$ cat config.mk
export PLATFORM = sky130hd
export DESIGN_NAME = htwd_ram
export DESIGN_NICKNAME = d
export VERILOG_FILES = /design/src/hw/rtl/htwd_ram.sv
export SDC_FILE = /design/constraint.sdc
export NUM_CORES = 1
export LEC_CHECK = 0
export ABC_AREA = 1
export BUFFER_PORTS_ARGS = -buffer_cell sky130_fd_sc_hd__buf_4
export CAP_MARGIN = 20
export CORE_ASPECT_RATIO = 1.1
export CORE_MARGIN = 5
export CORE_UTILIZATION = 45
export DETAILED_ROUTE_END_ITERATION = 12
export HOLD_SLACK_MARGIN = 0.06
export PLACE_DENSITY = 0.66
export SETUP_SLACK_MARGIN = 0.5
export SLEW_MARGIN = 20
export SYNTH_ARGS = -nofsm -noshare
export SYNTH_HDL_FRONTEND = slang
export SYNTH_SLANG_ARGS = --single-unit
$ cat constraint.sdc
create_clock -name clk -period 1.1 [get_ports clk]
set_input_delay 0.11 -clock clk [delete_from_list [all_inputs] [get_ports clk]]
set_output_delay 0.11 -clock clk [all_outputs]
set_load 0.01 [all_outputs]
$ cat src/hw/rtl/htwd_ram.sv
module htwd_ram #(
  parameter int WIDTH = 8,
  parameter int DEPTH = 16,
  parameter int AW    = (DEPTH > 1) ? $clog2(DEPTH) : 1
) (
  input  logic             clk,
  input  logic             we,
  input  logic [AW-1:0]    waddr,
  input  logic [WIDTH-1:0] wdata,
  input  logic [AW-1:0]    raddr_a,
  output logic [WIDTH-1:0] rdata_a,
  input  logic [AW-1:0]    raddr_b,
  output logic [WIDTH-1:0] rdata_b
);

  logic [WIDTH-1:0] mem [DEPTH];

  always_ff @(posedge clk) begin
    if (we) begin
      mem[waddr] <= wdata;
    end
    rdata_a <= mem[raddr_a];
    rdata_b <= mem[raddr_b];
  end

endmodule

# Word level (Yosys, flattened, before mapping)
# Memory sizes are Yosys's and may differ from the RTL's. A register that Yosys moved wholly into a read port is not among the register bits.
# Cells that the tools add are included.
word_totals:
  register_bits: 0
  memories: 1
  mem_bits_rw: 128
memory_table:
  columns: ["name", "depth", "width", "rd", "rd_ports_with_merged_regs", "write_ports", "line", "text"]
  rows:
  - ["mem", 16, 8, 2, 2, 1, "16", "logic [WIDTH-1:0] mem [DEPTH];"]
op_classes:
  muxes: 2
ops:
  columns: ["operator", "n"]
  rows:
  - ["$mux W1", 2]

# Longest topological paths before layout
# Gate-level depths: netlist (run 1).
depth:
  depth_word: 2
  mapped_depth: 7
  depth_no_buf: 6

# Worst setup path after synthesis (run 1)
# Ideal clock, no wire load.
synth_timing:
  kind: "input port to flip-flop"
  from: "input port waddr[3]"
  to: "memory mem[4][0], enable pin"
  t_arrival_ns: 0.691
  path_stages: 2
  t_required_ns: 0.730
  n_path_buf: 0
  setup_slack_ns: 0.039
  cell_sequence: "nand3b_1 nor2_1"
synth_lines:
  columns: ["item", "line", "text"]
  rows:
  - ["start, declared", "8", "input logic [AW-1:0] waddr,"]
  - ["end, declared", "16", null]
# No word-level cell before the write port.

==> results of run 1 <==
repair_timing:
action,CTS,global route
buffers inserted,1,1
pin swaps,43,47
endpoints found under the setup margin,150,123
gates resized for setup,120,86
hold endpoints to repair,39,37
synth_stat cells:
| library cell | instances |
|---|---|
| buf_1 | 1 |
| buf_2 | 26 |
| buf_4 | 4 |
| buf_6 | 14 |
| clkbuf_1 | 3 |
| dfxtp_1 | 16 |
| edfxtp_1 | 128 |
| inv_1 | 134 |
| inv_2 | 4 |
| nand2_1 | 277 |
| nand3_1 | 225 |
| nand3b_1 | 2 |
| nor2_1 | 17 |
worst max path at each step:
stage	to	slack [ns]	cells after the start
after CTS	rdata_b[6]	0.08	1
final	rdata_a[0]	0.09	6
after global routing	rdata_a[0]	0.07	6
after detailed placement	mem[11][0]	-0.09	4
after global placement	rdata_a[1]	-0.07	8
after floorplan	mem[10][0]	0.12	2
layout by cell type (no fill, tap or decap):
cell type | netlist | layout
buf_12 | 0 | 25
buf_4 | 4 | 36
buf_6 | 14 | 29
buf_8 | 0 | 2
bufinv_16 | 0 | 5
clkbuf_1 | 3 | 1
clkbuf_16 | 0 | 17
clkinv_1 | 0 | 3
clkinv_2 | 0 | 2
clkinvlp_4 | 0 | 3
dfxtp_1 | 16 | 2
dfxtp_2 | 0 | 13
dfxtp_4 | 0 | 1
edfxtp_1 | 128 | 128
inv_1 | 134 | 78
inv_2 | 4 | 58
inv_4 | 0 | 2
nand2_1 | 277 | 257
nand2_2 | 0 | 16
nand2_4 | 0 | 4
nand3_1 | 225 | 138
nand3_2 | 0 | 85
nand3_4 | 0 | 2
nand3b_1 | 2 | 2
nor2_2 | 0 | 4
nor2_4 | 0 | 13
state kept, by name, summed over array words and instances, names as in the netlist:
signal and count:
rdata_a 8, rdata_b 8, mem 128
through the flow:
step	instance area [µm²]	power, mW	std cells	setup WS [ns]	utilization, %
after global routing	9580	14.54	1126	0.07129	60.65
after detailed placement	8303	7.815	1093	-0.08712	52.57
after global placement	8303	7.802	1093	-0.06764	52.57
after CTS	9330	14.05	1125	0.08448	59.07
after floorplan	7415	7.118	851	0.1164	-
final	9580	14.10	1126	0.09358	60.65
critical path, stage by stage (launching register included):
cell      delay [ns]
edfxtp_1        0.42
inv_2           0.08
nand2_1         0.05
nand3_1         0.09
nand3_1         0.09
nand3_1         0.09
nand2_2         0.06
final cells by class:
class	instances	share of cell area, %
flip-flops and latches	144	43.67
multi-input cells	521	29.99
repair buffers	92	11.77
inverters	138	5.459
clock buffers	18	4.480
well taps	200	2.612
clock inverters	13	2.024
routing by layer:
metal | up-vias | global-route usage (%) | wire length, µm
met4 | 0 | 10.78 | 912
li1 | 2869 | - | -
met1 | 2936 | 29.92 | 8808
met2 | 379 | 37.59 | 10380
met5 | - | 0 | 0
met3 | 73 | 4.510 | 1794
kinds of logic after synthesis:
logic type | share of synthesized area (%)
buf+inv | 11.72
flops | 57.36
simple gates | 30.92
power groups by stage:
stage          combinational (mW)  sequential [mW]  clock, mW
3_5_place_dp                 1.52             6.30          0
2_1_floorplan               0.816             6.30          0
6_report                     1.77             6.22       6.11
3_3_place_gp                 1.51             6.30          0
5_1_grt                      1.89             6.22       6.44
4_1_cts                      1.66             6.21       6.18
==> results.yml, run 1 <==
outcome:
  run_status: "finished clean"
synth:
  synth_nets: 873
  synth_area_leaders: "edfxtp_1, nand3_1, nand2_1, inv_1, dfxtp_1"
  synth_warnings: 0
  synth-seq-cells: 144
  syn_area_um2: 7259
  synth_top_area_share_pct: 52.95
  avgSynthCellArea_um2: 8.531
  synth-seq-area-share_pct: 57.36
  yosysTopAreaCell: "edfxtp_1"
  ys_types: 13
  postSynthCellCount: 851
power_and_ir_drop:
  pwr-share-comb_pct: 12.6
  leakagePower_nw: 4.176
  swShare_pct: 23.34
  peakVddDrop_v: 0.001207
  pwr-share-clk_pct: 43.3
  powerDensity_nw_per_um2: 1471
  pwr-share-seq_pct: 44.1
  p_switching_mw: 3.291
  p_int_mw: 10.81
finish:
  multi_input_area_um2: 2873
  nNetsFinal: 936
  nFillCells: 1329
  diodes: 0
  drive_above_1_share_pct: 34.23
  area_growth_pct: 31.97
  seqCellArea_um2: 4184
sta:
  skew_ns: 0.004961
  rsz0062_at_grt: "yes"
  slew_viol_final: 0
  tightest_slew_ns: 0.4675
  hold_slack_ns: 0.01850
  finalSetupTns_ns: 0
  setup_violations: 0
  max_slew_margin_pct: 68.80
  fin_crit_sh_pct: 91.49
  timing_hold_violations_final: 0
  fin_crit_ns: 1.006
  max_freq_mhz: 993.6
global_route:
  overflow: 0
  grt_usage_pct: 23.08
  grt_max_degree: 45
  antenna_found_initial: 0
  grt_pass1_vias: 5946
  grt_pass1_wl_mm: 33.19
min_path:
  hp-start: "wdata[4]"
  hold_depth: 1
  min_to: "mem[15][4]"
  hp-class: "in -> reg"
routing:
  route.detailed.drc: 0
  via_per_inst: 5.557
  vias: 6257
  ant_nets: 0
  drt_first_pass_iters: 6
  wire_per_inst_um: 19.45
  drt-total-wl_mm: 21.90
  drtIter0Drc: 977
die:
  rows: 48
  initial_core_util_pct: 45.96
  io_pins: 38
  core_area_um2: 15800
  dieArea_um2: 18770
  die_h_um: 143.2
  die_x_um: 131.1
worst_setup_path:
  rrSetupSlack_ns: 0.09
  arrival_ns: 1.31
  end_kind: "flop"
  regToRegEndpoint: "rdata_a[0]"
  timing_worst_setup_path_type: "reg -> reg"
  reg2reg_from: "mem[9][0]"
  crit_path_start: "mem[9][0]"
  cp_max_fo: 2
  crit_required_ns: 1.41
  reg2reg_depth: 6
  start_kind: "flop"
run:
  cap_violations: 0
cts:
  cts_tree: "built"
  clockBufferDepth: 2
  clkTransAtPathRegs_ns: 0.06
  clk_latency_ns: 0.42
  cts_htree_levels: 4
  cts_root_buf: "clkbuf_16"
  clock_sinks: 144
  cts_inserted_buffers: 17
place:
  hpwl_mm: 14.02
  portBuffers: 37
  gp_congestion: 0.8923
No activity file was read; power rests on OpenSTA's default activity.
==> run 2: changes to the inputs <==
Settings changed: SETUP_SLACK_MARGIN 0.5 to 0.15.
==> results.yml, run 2 (same netlist as run 1, synthesis figures left out) <==
cts:
  clock_sinks: 144
  clk_latency_ns: 0.43
  clockBufferDepth: 2
  cts_htree_levels: 4
  cts_inserted_buffers: 17
  cts_tree: "built"
  cts_root_buf: "clkbuf_16"
  clkTransAtPathRegs_ns: 0.06
  postCtsSetupRepairBufs: 0
power_and_ir_drop:
  pwr-share-seq_pct: 47.3
  pwr-share-clk_pct: 39.2
  p_switching_mw: 3.270
  peakVddDrop_v: 0.001000
  pwr-share-comb_pct: 13.6
  p_total_mw: 13.15
  p_int_mw: 9.881
  leakagePower_nw: 4.164
  powerDensity_nw_per_um2: 1393
  swShare_pct: 24.87
place:
  gp_congestion: 0.9011
  portBuffers: 37
  dp_cells: 1098
  hpwl_mm: 14.50
finish:
  largest_register_ffs: 128
  diodes: 0
  nNetsFinal: 946
  reg.largest.list: "mem (128), rdata_a (8), rdata_b (8)"
  regMostFlops: "mem"
  area_growth_pct: 30.08
  final_cell_mix: "nand2_1, edfxtp_1, nand3_1, nand3_2, inv_2"
  final_util_pct: 59.78
  final_common_cell: "nand2_1"
  drive_above_1_share_pct: 36.71
  stdcell_count: 1137
sta:
  fin_crit_sh_pct: 92.76
  max_freq_mhz: 980.0
  rsz0062_at_grt: "yes"
  setup_violations: 0
  tightest_slew_ns: 0.5487
  max_slew_margin_pct: 63.38
  finalSetupTns_ns: 0
  slew_viol_final: 0
  fin_crit_ns: 1.020
  hold_slack_ns: 0.07481
  timing_hold_violations_final: 0
  skew_ns: 0.007477
worst_setup_path:
  end_kind: "flop"
  crit_required_ns: 1.47
  regToRegEndpoint: "rdata_a[2]"
  cp_max_fo: 6
  reg2reg_from: "mem[14][2]"
  reg2reg_depth: 6
  rrSetupSlack_ns: 0.08
  start_kind: "input pin"
  timing_worst_setup_path_type: "in -> reg"
  arrival_ns: 1.39
global_route:
  grt_max_degree: 48
  grt_pass1_vias: 6067
  antenna_found_initial: 0
  grt_pass1_wl_mm: 33.46
  grt_usage_pct: 23.63
  overflow: 0
run:
  cap_violations: 0
routing:
  route.detailed.drc: 0
  via_per_inst: 5.558
  vias: 6319
  drt-total-wl_mm: 22.34
  drt_first_pass_iters: 5
  drtIter0Drc: 632
  ant_nets: 0
  wire_per_inst_um: 19.65
die:
  die_x_um: 131.1
  initial_core_util_pct: 45.96
  die_h_um: 143.2
  io_pins: 38
  dieArea_um2: 18770
  rows: 48
  core_area_um2: 15800
min_path:
  hp-class: "in -> reg"
  hp-start: "wdata[5]"
  hold_depth: 1
  min_to: "mem[6][5]"
outcome:
  run_status: "finished clean"
-- run 2: cell count changes in the layout (fill, tap and decap cells not counted), moves of 11 or more --
cell     before  now
inv_2        58   71
nor2_4       13    0
nand3_2      85  104
inv_1        78   67
buf_4        36   62
buf_6        29   16
nor2_1        0   11
nand3_1     138  115
-- run 2: worst max-delay path by stage --
stage                     startpoint    endpoint  slack, ns  depth (start not counted)
final                     raddr_a[3]  rdata_a[2]       0.08                          4
after global routing       mem[5][6]  rdata_b[6]       0.04                          6
after CTS                 rdata_b[1]  rdata_b[1]       0.06                          1
after detailed placement  raddr_b[0]  rdata_b[0]      -0.14                          8
after global placement    raddr_b[0]  rdata_b[0]      -0.14                          8
after floorplan             waddr[2]  mem[10][0]       0.04                          2
-- run 2: final cells by class --
type | instances | area [µm²]
clock inverter | 7 | 36.28
timing repair buffer | 102 | 1056
inverter | 138 | 518.0
tap | 200 | 250.2
fill | 1358 | 6352
clock buffer | 25 | 486.7
multi-input combinational | 521 | 2908
sequential | 144 | 4188
-- run 2: routing by layer --
layer	part of all wire (%)	track usage, %	vias to the layer above
met1	37	28.01	2985
li1	-	-	2890
met3	8.1	5.673	79
met5	0	0	-
met2	50	40.53	365
met4	4.6	11.54	0
-- run 2: worst max-delay path: stages --
cell and delay, ns:
buf_4 0.12, dlygate4sd3_1 0.88, nand3_2 0.18, nand2_1 0.09
-- run 2: timing repair --
action,CTS,global route
gates cloned,0,0
endpoints found under the hold margin,71,6
endpoints found under the setup margin,32,32
hold buffers,6,2
gates resized for setup,93,144
pin swaps,26,56
-- run 2: metrics by stage --
stage / setup WS, ns / cell area [µm²]
2_1_floorplan: 0.03917 / 7274
3_3_place_gp: -0.1358 / 8118
3_5_place_dp: -0.1360 / 8118
4_1_cts: 0.06495 / 8985
5_1_grt: 0.04153 / 9443
6_report: 0.07963 / 9443
-- run 2: power by group through the flow --
stage                     logic (mW)  clock network, mW  registers (mW)
final                           1.78               5.15            6.22
after detailed placement        1.48                  0            6.30
after global routing            1.91               5.47            6.22
after floorplan                0.774                  0            6.30
after CTS                       1.61               5.21            6.21
after global placement          1.47                  0            6.29
